===== src/hw/rtl/ipd_frame_deframer_macros.svh =====
// Assertion macros shared by the frame deframer RTL.
// Defining NO_ASSERTIONS compiles every check away.
`ifndef IPD_FRAME_DEFRAMER_MACROS_SVH
`define IPD_FRAME_DEFRAMER_MACROS_SVH

`ifndef NO_ASSERTIONS

// Whenever cond holds at a clock edge, expr must hold at the next edge.
`define IPD_ASSERT_NEXT(label, clk, rst, cond, expr) \
   label: assert property (@(posedge clk) disable iff (rst) (cond) |=> (expr)) \
      else $error("deframer check failed: next-cycle implication");

// The condition must never hold at a clock edge.
`define IPD_ASSERT_NEVER(label, clk, rst, cond) \
   label: assert property (@(posedge clk) disable iff (rst) !(cond)) \
      else $error("deframer check failed: forbidden condition");

`else

`define IPD_ASSERT_NEXT(label, clk, rst, cond, expr)
`define IPD_ASSERT_NEVER(label, clk, rst, cond)

`endif

`endif


===== src/hw/rtl/ipdfd_pkg.sv =====
// Types and constants for the +IPD frame deframer.
// No dependencies; used by ipd_frame_deframer.
package ipdfd_pkg;

   // Parser phases, one-hot.
   typedef enum logic [3:0] {
      PH_HUNT = 4'b0001,
      PH_CHAN = 4'b0010,
      PH_LEN  = 4'b0100,
      PH_DATA = 4'b1000
   } phase_type;

   localparam int unsigned HDR_LEN = 5;

   localparam logic [7:0] CHAR_COMMA = 8'h2C;
   localparam logic [7:0] CHAR_COLON = 8'h3A;
   localparam logic [7:0] CHAR_ZERO  = 8'h30;
   localparam logic [7:0] CHAR_NINE  = 8'h39;

   localparam logic [7:0]  CHANNEL_TOP = 8'hFF;
   localparam logic [15:0] LENGTH_TOP  = 16'hFFFF;

   localparam logic [15:0] BUFCAP_RESET = 16'd2048;

   // Register index of buffer_capacity within the register map.
   localparam logic REG_BUFCAP = 1'b0;

   // Characters of the "+IPD," header in order.
   function automatic logic [7:0] hdr_char(input logic [2:0] pos);
      logic [7:0] ch;
      case (pos)
         3'd0:    ch = 8'h2B;
         3'd1:    ch = 8'h49;
         3'd2:    ch = 8'h50;
         3'd3:    ch = 8'h44;
         3'd4:    ch = 8'h2C;
         default: ch = 8'h00;
      endcase
      return ch;
   endfunction

endpackage


===== src/hw/rtl/ipd_frame_deframer.sv =====
// Top level of the +IPD frame deframer: byte stream in, payload stream out.
// Depends on ipdfd_pkg and ipd_frame_deframer_macros.svh.
`include "ipd_frame_deframer_macros.svh"

// The deframer takes one received byte per clock cycle unless the output holds
// it back, and emits at most one result per byte, only for bytes in the payload
// phase. A byte is captured in an input register, parsed against the
// header/field/payload state, and its result is loaded into the output register
// when the byte drains from the input register. The input register drains every
// cycle that the output register is free or being emptied (bytes outside the
// payload drain even when it is full), giving a sustained rate of one byte per
// cycle while the output is not back-pressured.
module ipd_frame_deframer
   import ipdfd_pkg::*;
#(
   parameter int unsigned FIELD_CHARS = 20
) (
   input  logic        clock,
   input  logic        reset,

   input  logic        req_tvalid,
   output logic        req_tready,
   input  logic [7:0]  req_tdata,   // [7:0] rx_byte

   output logic        rsp_tvalid,
   input  logic        rsp_tready,
   output logic [47:0] rsp_tdata,   // [7:0] data_byte, [23:8] byte_index,
                                    // [31:24] channel, [47:32] frame_length
   output logic [1:0]  rsp_tuser,   // [0] data_valid, [1] fits_buffer
   output logic        rsp_tlast,   // frame_done

   input  logic        csr_psel,
   input  logic        csr_penable,
   input  logic        csr_pwrite,
   input  logic [2:0]  csr_paddr,
   input  logic [31:0] csr_pwdata,
   output logic [31:0] csr_prdata,
   output logic        csr_pready
);

   localparam int unsigned CW = $clog2(FIELD_CHARS + 1);
   localparam logic [CW-1:0] CHARS_MAX  = CW'(FIELD_CHARS);
   localparam logic [CW-1:0] CHARS_LOOK = CW'(FIELD_CHARS - 1);

   // Configuration register.
   logic [15:0] bufcap_ff;
   logic        csr_write;

   assign csr_pready = 1'b1;
   assign csr_write  = csr_psel && csr_penable && csr_pwrite && csr_pready;

   always_ff @(posedge clock) begin
      if (reset) begin
         bufcap_ff <= BUFCAP_RESET;
      end else if (csr_write && csr_paddr[2] == REG_BUFCAP) begin
         bufcap_ff <= csr_pwdata[15:0];
      end
   end

   assign csr_prdata = (csr_paddr[2] == REG_BUFCAP) ? {16'd0, bufcap_ff} : 32'd0;

   // Input register.
   logic       in_valid_ff;
   logic [7:0] in_byte_ff;
   logic       advance;
   logic       rsp_room;

   // Parser state.
   phase_type      phase_ff, phase_in;
   logic [2:0]     hdr_cnt_ff, hdr_cnt_in;
   logic [CW-1:0]  chars_ff, chars_in;
   logic           ended_ff, ended_in;
   logic [7:0]     chan_ff, chan_in;
   logic [15:0]    len_ff, len_in;
   logic [15:0]    count_ff, count_in;

   // Output register.
   logic        rsp_valid_ff;
   logic        out_dvalid_ff, out_dvalid_in;
   logic [7:0]  out_byte_ff, out_byte_in;
   logic [15:0] out_index_ff, out_index_in;
   logic        out_fits_ff, out_fits_in;
   logic        out_done_ff, out_done_in;
   logic [7:0]  out_chan_ff, out_chan_in;
   logic [15:0] out_len_ff, out_len_in;

   assign rsp_room   = !rsp_valid_ff || rsp_tready;
   assign advance    = in_valid_ff && (phase_ff != PH_DATA || rsp_room);
   assign req_tready = !in_valid_ff || advance;

   always_ff @(posedge clock) begin
      if (reset) begin
         in_valid_ff <= 1'b0;
      end else if (req_tready) begin
         in_valid_ff <= req_tvalid;
      end
   end

   always_ff @(posedge clock) begin
      if (req_tready && req_tvalid) begin
         in_byte_ff <= req_tdata;
      end
   end

   // Decimal field accumulation, shared by the channel and length fields.
   logic        is_digit;
   logic [3:0]  digit;
   logic        take_en;
   logic [11:0] chan_prod;
   logic [19:0] len_prod;
   logic [7:0]  chan_acc;
   logic [15:0] len_acc;
   logic        acc_ended;
   logic [CW-1:0] acc_chars;
   logic [15:0] count_inc;

   assign is_digit = (in_byte_ff >= CHAR_ZERO) && (in_byte_ff <= CHAR_NINE);
   assign digit    = 4'(in_byte_ff - CHAR_ZERO);
   assign take_en  = (chars_ff < CHARS_LOOK) && !ended_ff;

   // Multiply by ten as 8x + 2x, then add the digit.
   assign chan_prod = {1'b0, chan_ff, 3'd0} + {3'd0, chan_ff, 1'b0} + {8'd0, digit};
   assign len_prod  = {1'b0, len_ff, 3'd0} + {3'd0, len_ff, 1'b0} + {16'd0, digit};

   always_comb begin
      chan_acc  = chan_ff;
      len_acc   = len_ff;
      acc_ended = ended_ff;
      if (take_en) begin
         if (is_digit) begin
            chan_acc = (chan_prod > {4'd0, CHANNEL_TOP}) ? CHANNEL_TOP : chan_prod[7:0];
            len_acc  = (len_prod > {4'd0, LENGTH_TOP}) ? LENGTH_TOP : len_prod[15:0];
         end else begin
            acc_ended = 1'b1;
         end
      end
      acc_chars = (chars_ff < CHARS_MAX) ? chars_ff + CW'(1) : chars_ff;
   end

   assign count_inc = count_ff + 16'd1;

   always_comb begin
      phase_in   = phase_ff;
      hdr_cnt_in = hdr_cnt_ff;
      chars_in   = chars_ff;
      ended_in   = ended_ff;
      chan_in    = chan_ff;
      len_in     = len_ff;
      count_in   = count_ff;

      out_dvalid_in = 1'b0;
      out_byte_in   = 8'd0;
      out_index_in  = 16'd0;
      out_fits_in   = 1'b0;
      out_done_in   = 1'b0;
      out_chan_in   = 8'd0;
      out_len_in    = 16'd0;

      case (phase_ff)
         PH_HUNT: begin
            // A mismatching byte drops the count without being tried as '+'.
            if (in_byte_ff == hdr_char(hdr_cnt_ff)) begin
               if (hdr_cnt_ff == 3'(HDR_LEN - 1)) begin
                  hdr_cnt_in = 3'd0;
                  phase_in   = PH_CHAN;
                  chan_in    = 8'd0;
                  chars_in   = '0;
                  ended_in   = 1'b0;
               end else begin
                  hdr_cnt_in = hdr_cnt_ff + 3'd1;
               end
            end else begin
               hdr_cnt_in = 3'd0;
            end
         end
         PH_CHAN: begin
            if (in_byte_ff == CHAR_COMMA) begin
               phase_in = PH_LEN;
               len_in   = 16'd0;
               chars_in = '0;
               ended_in = 1'b0;
            end else begin
               chan_in  = chan_acc;
               chars_in = acc_chars;
               ended_in = acc_ended;
            end
         end
         PH_LEN: begin
            if (in_byte_ff == CHAR_COLON) begin
               phase_in = PH_DATA;
               count_in = 16'd0;
               chars_in = '0;
               ended_in = 1'b0;
            end else begin
               len_in   = len_acc;
               chars_in = acc_chars;
               ended_in = acc_ended;
            end
         end
         PH_DATA: begin
            if (count_ff < len_ff) begin
               out_dvalid_in = 1'b1;
               out_byte_in   = in_byte_ff;
               out_index_in  = count_ff;
               out_fits_in   = count_ff < bufcap_ff;
               count_in      = count_inc;
            end
            // A zero-length frame ends on the byte after ':' with no payload.
            if (!(count_ff < len_ff) || count_inc == len_ff) begin
               out_done_in = 1'b1;
               out_chan_in = chan_ff;
               out_len_in  = len_ff;
               phase_in    = PH_HUNT;
               count_in    = 16'd0;
               hdr_cnt_in  = 3'd0;
            end
         end
         default: begin
            phase_in = PH_HUNT;
         end
      endcase
   end

   always_ff @(posedge clock) begin
      if (reset) begin
         phase_ff   <= PH_HUNT;
         hdr_cnt_ff <= 3'd0;
         chars_ff   <= '0;
         ended_ff   <= 1'b0;
         chan_ff    <= 8'd0;
         len_ff     <= 16'd0;
         count_ff   <= 16'd0;
      end else if (advance) begin
         phase_ff   <= phase_in;
         hdr_cnt_ff <= hdr_cnt_in;
         chars_ff   <= chars_in;
         ended_ff   <= ended_in;
         chan_ff    <= chan_in;
         len_ff     <= len_in;
         count_ff   <= count_in;
      end
   end

   logic rsp_load;
   assign rsp_load = advance && phase_ff == PH_DATA;

   always_ff @(posedge clock) begin
      if (reset) begin
         rsp_valid_ff <= 1'b0;
      end else if (rsp_load) begin
         rsp_valid_ff <= 1'b1;
      end else if (rsp_tready) begin
         rsp_valid_ff <= 1'b0;
      end
   end

   always_ff @(posedge clock) begin
      if (rsp_load) begin
         out_dvalid_ff <= out_dvalid_in;
         out_byte_ff   <= out_byte_in;
         out_index_ff  <= out_index_in;
         out_fits_ff   <= out_fits_in;
         out_done_ff   <= out_done_in;
         out_chan_ff   <= out_chan_in;
         out_len_ff    <= out_len_in;
      end
   end

   assign rsp_tvalid = rsp_valid_ff;
   assign rsp_tdata  = {out_len_ff, out_chan_ff, out_index_ff, out_byte_ff};
   assign rsp_tuser  = {out_fits_ff, out_dvalid_ff};
   assign rsp_tlast  = out_done_ff;

   // Every processed payload byte must show up as a result in the next cycle.
   `IPD_ASSERT_NEXT(a_payload_gives_result, clock, reset, rsp_load, rsp_tvalid)
   // A result always carries a payload byte, a frame end, or both.
   `IPD_ASSERT_NEVER(a_result_not_empty, clock, reset,
                     rsp_tvalid && !rsp_tuser[0] && !rsp_tlast)
   // The payload counter is only live inside the payload phase.
   `IPD_ASSERT_NEVER(a_count_in_payload, clock, reset,
                     phase_ff != PH_DATA && count_ff != 16'd0)
   // Header matching progress exists only while hunting.
   `IPD_ASSERT_NEVER(a_hdr_in_hunt, clock, reset,
                     phase_ff != PH_HUNT && hdr_cnt_ff != 3'd0)

endmodule

===== config.mk =====
export PLATFORM = sky130hd
export DESIGN_NAME = ipd_frame_deframer
export DESIGN_NICKNAME = d
export VERILOG_FILES = /design/src/hw/rtl/ipdfd_pkg.sv /design/src/hw/rtl/ipd_frame_deframer.sv
export VERILOG_INCLUDE_DIRS = /design/src /design/src/hw/rtl
export SDC_FILE = /design/constraint.sdc
export NUM_CORES = 1
export LEC_CHECK = 0
export BUFFER_PORTS_ARGS = -buffer_cell sky130_fd_sc_hd__buf_2
export CORE_MARGIN = 2
export CORE_UTILIZATION = 24
export DETAILED_ROUTE_END_ITERATION = 12
export GPL_TIMING_DRIVEN = 0
export PLACE_DENSITY = 0.44
export SYNTH_ARGS = -nofsm -noshare
export SYNTH_HDL_FRONTEND = slang
export SYNTH_SLANG_ARGS = --single-unit
export TNS_END_PERCENT = 10

===== constraint.sdc =====
create_clock -name clock -period 4.8 [get_ports clock]
set_input_delay 0.48 -clock clock [delete_from_list [all_inputs] [get_ports clock]]
set_output_delay 0.48 -clock clock [all_outputs]
set_load 0.02 [all_outputs]

Word level (Yosys, flattened, before mapping)
Index checks and enable logic that the tools add are counted.

Mux-type cells: 47. $add $sub $neg: 8. Reductions and logical operators: 31. Order comparisons: 8. Bitwise logic cells: 1. Equality and inequality tests: 25.

Operators by type and width (number): two-way mux 16 bit (9); case mux 16 bit (2 select lines) (2); two-way mux 8 bit (7); case mux 7 bit (5 select lines) (1); < comparator 16 bit (2); two-way mux 5 bit (5); inequality test 2 bit, second input constant (11); adder 19 x 17 -> 20 bit (1); adder 20 x 4 -> 20 bit (1); greater-than comparator 20 x 16 -> 1 bit, second input constant (1); two-way mux 4 bit (5); adder 16 x 1 -> 16 bit, second input constant (1); == test 16 bit (1); == test 8 x 6 -> 1 bit, second input constant (2); case mux 4 bit (4 select lines) (1); case mux 8 bit (2 select lines) (1); case mux 5 bit (3 select lines) (1); adder 11 x 9 -> 12 bit (1); adder 12 x 4 -> 12 bit (1); greater-than comparator 12 x 8 -> 1 bit, second input constant (1); AND reduction 6 bit (2); < comparator 5 bit, second input constant (2); two-way mux 1 bit (10); nonzero test 2 bit (5); 28 further kinds (46).

Word-level logic and storage cells: 138. Input port bits: 50. Flip-flop bits (word level): 130. Output and inout port bits: 86.

Depth between registers and ports, before layout
Word-level depth: 8. Depth in mapped cells: 11. Depth with buffers taken out: 11.

Worst setup path after synthesis
No wires, ideal clock.

Kind: flip-flop to flip-flop. From: reg phase_ff[3]. To: reg out_byte_ff[0], enable pin. Path slack: 0.928 ns. Data arrival time: 3.413 ns. Buffers on the path: 3. Library setup time: 0.460 ns. Clock period less this slack: 3.872 ns. Data required time: 4.340 ns. Stages on the path, launching flop included: 6. Cells stage by stage: dfxtp_1 buf_2 or4b_1 buf_2 clkbuf_1 nor2_1.

Cells in the longest elaborated chain, start to end: 4. Elaborated cells on any way between the ends: 5. Classes of those cells: 2 x eq/ne; 3 x reduce/logical.

Ends and longest elaborated chain: start: declaration (line ipd_frame_deframer.sv:69) `phase_type phase_ff, phase_in;`; start signal: assignment (line ipd_frame_deframer.sv:234) `phase_ff <= phase_in;`; inequality test 4 bit (line ipd_frame_deframer.sv:88) `assign advance = in_valid_ff && (phase_ff != PH_DATA || rsp_room);`; logical OR 1 bit (line ipd_frame_deframer.sv:88); logical AND 1 bit (line ipd_frame_deframer.sv:88); logical AND 1 bit (*) (line ipd_frame_deframer.sv:245) `assign rsp_load = advance && phase_ff == PH_DATA;`; net rsp_load (line ipd_frame_deframer.sv:244) `logic rsp_load;`; end signal: assignment (line ipd_frame_deframer.sv:260) `out_byte_ff <= out_byte_in;`; end: declaration (line ipd_frame_deframer.sv:80) `logic [7:0] out_byte_ff, out_byte_in;`.

Mark *: on every way through the listed nets, which the timed path passes. The rest lies on a longest branch. A chain may end at the register's enable or synchronous reset.

Final worst setup path
From: reg in_byte_ff[3]. To: reg len_ff[6].

Cells in the longest elaborated chain, start to end: 8. Elaborated cells on any way between the ends: 17. Classes of those cells: 2 x add/sub; 3 x order compare; 5 x eq/ne; 5 x mux; 2 x reduce/logical.

Ends and longest elaborated chain: start: declaration (line ipd_frame_deframer.sv:64) `logic [7:0] in_byte_ff;`; start signal: assignment (line ipd_frame_deframer.sv:101) `in_byte_ff <= req_tdata;`; subtractor 4 x 1 -> 4 bit (line ipd_frame_deframer.sv:118) `assign digit = 4'(in_byte_ff - CHAR_ZERO);`; adder 20 x 4 -> 20 bit (line ipd_frame_deframer.sv:123) `assign len_prod = {1'b0, len_ff, 3'd0} + {3'd0, len_ff, 1'b0} + {16'd0, digit};`; greater-than comparator 20 x 16 -> 1 bit (line ipd_frame_deframer.sv:132) `len_acc = (len_prod > {4'd0, LENGTH_TOP}) ? LENGTH_TOP : len_prod[15:0];`; two-way mux 16 bit (line ipd_frame_deframer.sv:132); two-way mux 16 bit (line ipd_frame_deframer.sv:130) `if (is_digit) begin`; two-way mux 16 bit (line ipd_frame_deframer.sv:129) `if (take_en) begin`; two-way mux 16 bit (line ipd_frame_deframer.sv:189) `if (in_byte_ff == CHAR_COLON) begin`; case mux 16 bit (2 select lines) (line ipd_frame_deframer.sv:159) `case (phase_ff)`; end signal: assignment (line ipd_frame_deframer.sv:239) `len_ff <= len_in;`; end: declaration (line ipd_frame_deframer.sv:74) `logic [15:0] len_ff, len_in;`.

Several ways; a longest one is shown, not always the timed one. The select of a mux whose other input is x is not followed.

==> results.txt <==
The run finished with clean final reports. The area of the mapped netlist is approximately 0.0086 sq mm. The end-of-flow core utilization came out at a little under 30%. The share of the clock period used by the worst path after layout came out at 75.6%. The maximum clock frequency is 0.275 GHz. In this run, CTS created clock tree buffers numbering 17. The largest net degree at the start of global routing came out at 31.

In this run the most used layer during global routing was met2. The area added between synthesis and finish came out at 21.1%. The fraction of synthesized cell area taken by the top area cell type is 20.6%. Together, buffers and inverters on the worst path number 1. Summed over all layers, the global routing overflow is 0. The first routing iteration left 360 violations.

edfxtp_1 takes more of the synthesized area than any other cell. Detailed placement finished with a half-perimeter wire length of 19.4 mm. Among all cell types in the netlist, the one instantiated most often is nand2_1. At the pin with the least slew margin, the transition time is 1070 ps. For this run, the slowest stage of the critical path takes 600 ps. The data arrival time at the worst-slack endpoint came out at 3940 ps. The reported max-cap violation count is 0.

The sequential area share after synthesis is 37.1%. The number of enable flip-flop cells after synthesis came out at 59. The required time of the critical path came out at between 5000 and 6000 ps. The via count of the first global-routing pass is 7,104. The met2 global-route usage came out at around a quarter. Among all stages on the critical path, the largest delay is contributed by edfxtp_1.

STA classifies the critical path endpoint as a flip-flop. The number of hold buffers added after CTS was 0. The biggest fanout along the worst timing path came out at 10. For this run, design rule violations remaining after detail routing come to 0. The post-cts repair resize count came out at 0. The final hold slack is about 230 ps. The number of levels the H-tree was split into came out at 4. The post-detailed-route via-to-cell ratio is roughly 4.7. The final clock skew is 8.72 ps. The worst hold path begins at req_tdata[0].

The flip-flop cell with the highest count after synthesis is dfxtp_1. Setup violations remaining at the end of the flow were counted as 0. The die boundary width came out at roughly 190 um. The tightest min-delay check is of the input pin to flip-flop type. The initial antenna violation count is 0. Routability-driven placement finished with a final weighted congestion of roughly 0.84. The insertion delay of the later-clocked pin in the worst-skew pair came out at approximately 430 ps. The post-route antenna net violation count came out at 0.

The global-route wire length before repair is 40.3 mm. The core region is ~0.035 sq mm. The number of setup buffers added after CTS came out at 0. Counting flops with an async set or reset pin after synthesis yields a share of 0%.

The max-slew violation count is 0. The average size of a mapped cell is 9.18 sq um. The overall via count from detail_route is around 7,300.

The maximum count of clock buffers along a single path came out at 2. The netlist uses 82 different library cells. The number of standard-cell rows in the floorplan is 69. The final-report hold violation count came out at 0.

The critical path goes through fa_1 -> ha_1 -> a211oi_1 -> o21ai_0 -> a211oi_1 -> o21ai_0 -> a21oi_1 -> o31ai_2 -> buf_2 -> nand2_1. On the critical path the largest part of the delay comes from compound AO/OA/AOI/OAI gates. The worst vdd rail ir drop came out at 0.000222 V. In this run the worst setup path begins at in_byte_ff[3]. The total global-route track usage is 13.6%. The number of port buffers is 99. The commonest cells after synthesis are nand2_1, ha_1, dfxtp_1. The static leakage came out at 4.18 nW.

Global routing used under 10% of the available met3 tracks. The cell count after synthesis is 938. The initial utilization of the core area, before any placement, comes to about 24%.

By area the synthesized netlist is led by edfxtp_1, dfxtp_1, ha_1, nand2_1, and2_1. The ratio of cells with drive above 1 in the final layout is between 15 and 20%. TritonCTS built the clock tree. The clock-pin slew of the registers on the worst-case setup and hold paths came out at 60 ps. The routing usage on met1 came out at between 15 and 20%.

The flip-flop and latch count after synthesis came out at 130. The die footprint came out at 0.0374 sq mm. The total power divided by cell area is 263 mW/mm^2. The worst setup path is launched from a flip-flop.

The wire length reported by the detailed router is about 26 mm. The critical setup path kind is flip-flop to flip-flop. The mean routed wirelength per cell is 16.6 um. The first TritonRoute pass finished after 5 iterations. For this run, the post-layout net count is around 1,200. After layout, the minimum clock period comes to 3630 ps.

The number of antenna diodes in the final layout is 0. The clock net sink count came out at 130. Setup repair after global routing left no endpoint under its margin. Yosys printed 0 warnings.

The root buffer cell is clkbuf_16. The worst pin sits at a relative slew slack of 28.5%. The floorplan step set the die height to 193 um.

The startpoint identified for the worst register-to-register timing path is in_byte_ff[3]. The number of I/O pins came out at 136.
cell usage in the layout (no fill, tap or decap), types with 15 or more instances in the layout:
| cell | n |
|---|---|
| a21oi_1 | 50 |
| clkbuf_1 | 22 |
| nand2_1 | 92 |
| clkbuf_16 | 17 |
| a221oi_1 | 15 |
| edfxtp_1 | 59 |
| o21ai_0 | 28 |
| conb_1 | 17 |
| buf_2 | 116 |
| inv_1 | 53 |
| buf_4 | 20 |
| o211ai_1 | 15 |
| nor2_1 | 59 |
| dfxtp_1 | 71 |
| xnor2_1 | 29 |
| nand4_1 | 15 |
| nand3_1 | 27 |
| ha_1 | 84 |
| and2_1 | 49 |
| nor3_1 | 27 |
cell type report:
type,instances,area [sq um]
repair buffers,100,515
flip-flops and latches,130,3190
clock buffers,18,429
fillers,3749,25100
inverters,53,199
well taps,461,577
plain buffers,62,344
clock inverters,14,228
multi-input cells,708,4940
metrics by stage:
stage                     power [mW]  setup TNS (ps)  setup slack [ps]  instance area [sq um]  std cells
after floorplan                 1.25               0               928                   8660        953
after global placement          1.29          -39640              -784                   9740       1513
after detailed placement        1.29               0              1190                   9770       1514
after CTS                       2.77               0              1160                  10400       1546
after global routing            2.82               0               953                  10400       1546
final                           2.74               0              1170                  10400       1546
layer usage:
metal | wire, um | vias up
met1 | 11300 | 3410
met4 | 489 | 0
met5 | 0 | -
met3 | 1160 | 27
li1 | - | 3682
met2 | 12700 | 175
final timing paths:
check | slack [ps] | depth (start not counted) | to
worst max register to register | 1170 | 10 | len_ff[6]
worst min register to register | 450 | 2 | bufcap_ff[9]
worst min-delay path | 230 | 1 | in_byte_ff[0]
worst max-delay path | 1170 | 10 | len_ff[6]
where the power goes:
part           leakage, nW  switching (mW)  internal [mW]
clock network        0.310           0.545          0.932
registers             1.01         0.00999           1.16
logic                 2.86          0.0616         0.0367
total                 4.18           0.616           2.13
flip-flops by register name (all words and copies together) (netlist names), 3 cells and up:
register      flops
chan_ff           8
count_ff         16
in_byte_ff        8
out_byte_ff       8
len_ff           16
bufcap_ff        16
chars_ff          5
out_chan_ff       8
hdr_cnt_ff        3
out_len_ff       16
phase_ff          4
out_index_ff     16
kinds of logic after synthesis:
logic type / count (synthesis) / share of synthesized area (%)
xor gates and xnor gates: 40 / 4.07
other: 2 / 0.0872
DFF: 130 / 37.1
muxes: 4 / 0.480
and+or+nand+nor: 351 / 21.6
AOI/OAI and AO/OA: 208 / 17.2
buffers and inverters: 115 / 6.31
adders and majority gates: 88 / 13.1
Power figures use the tool's default switching activity.
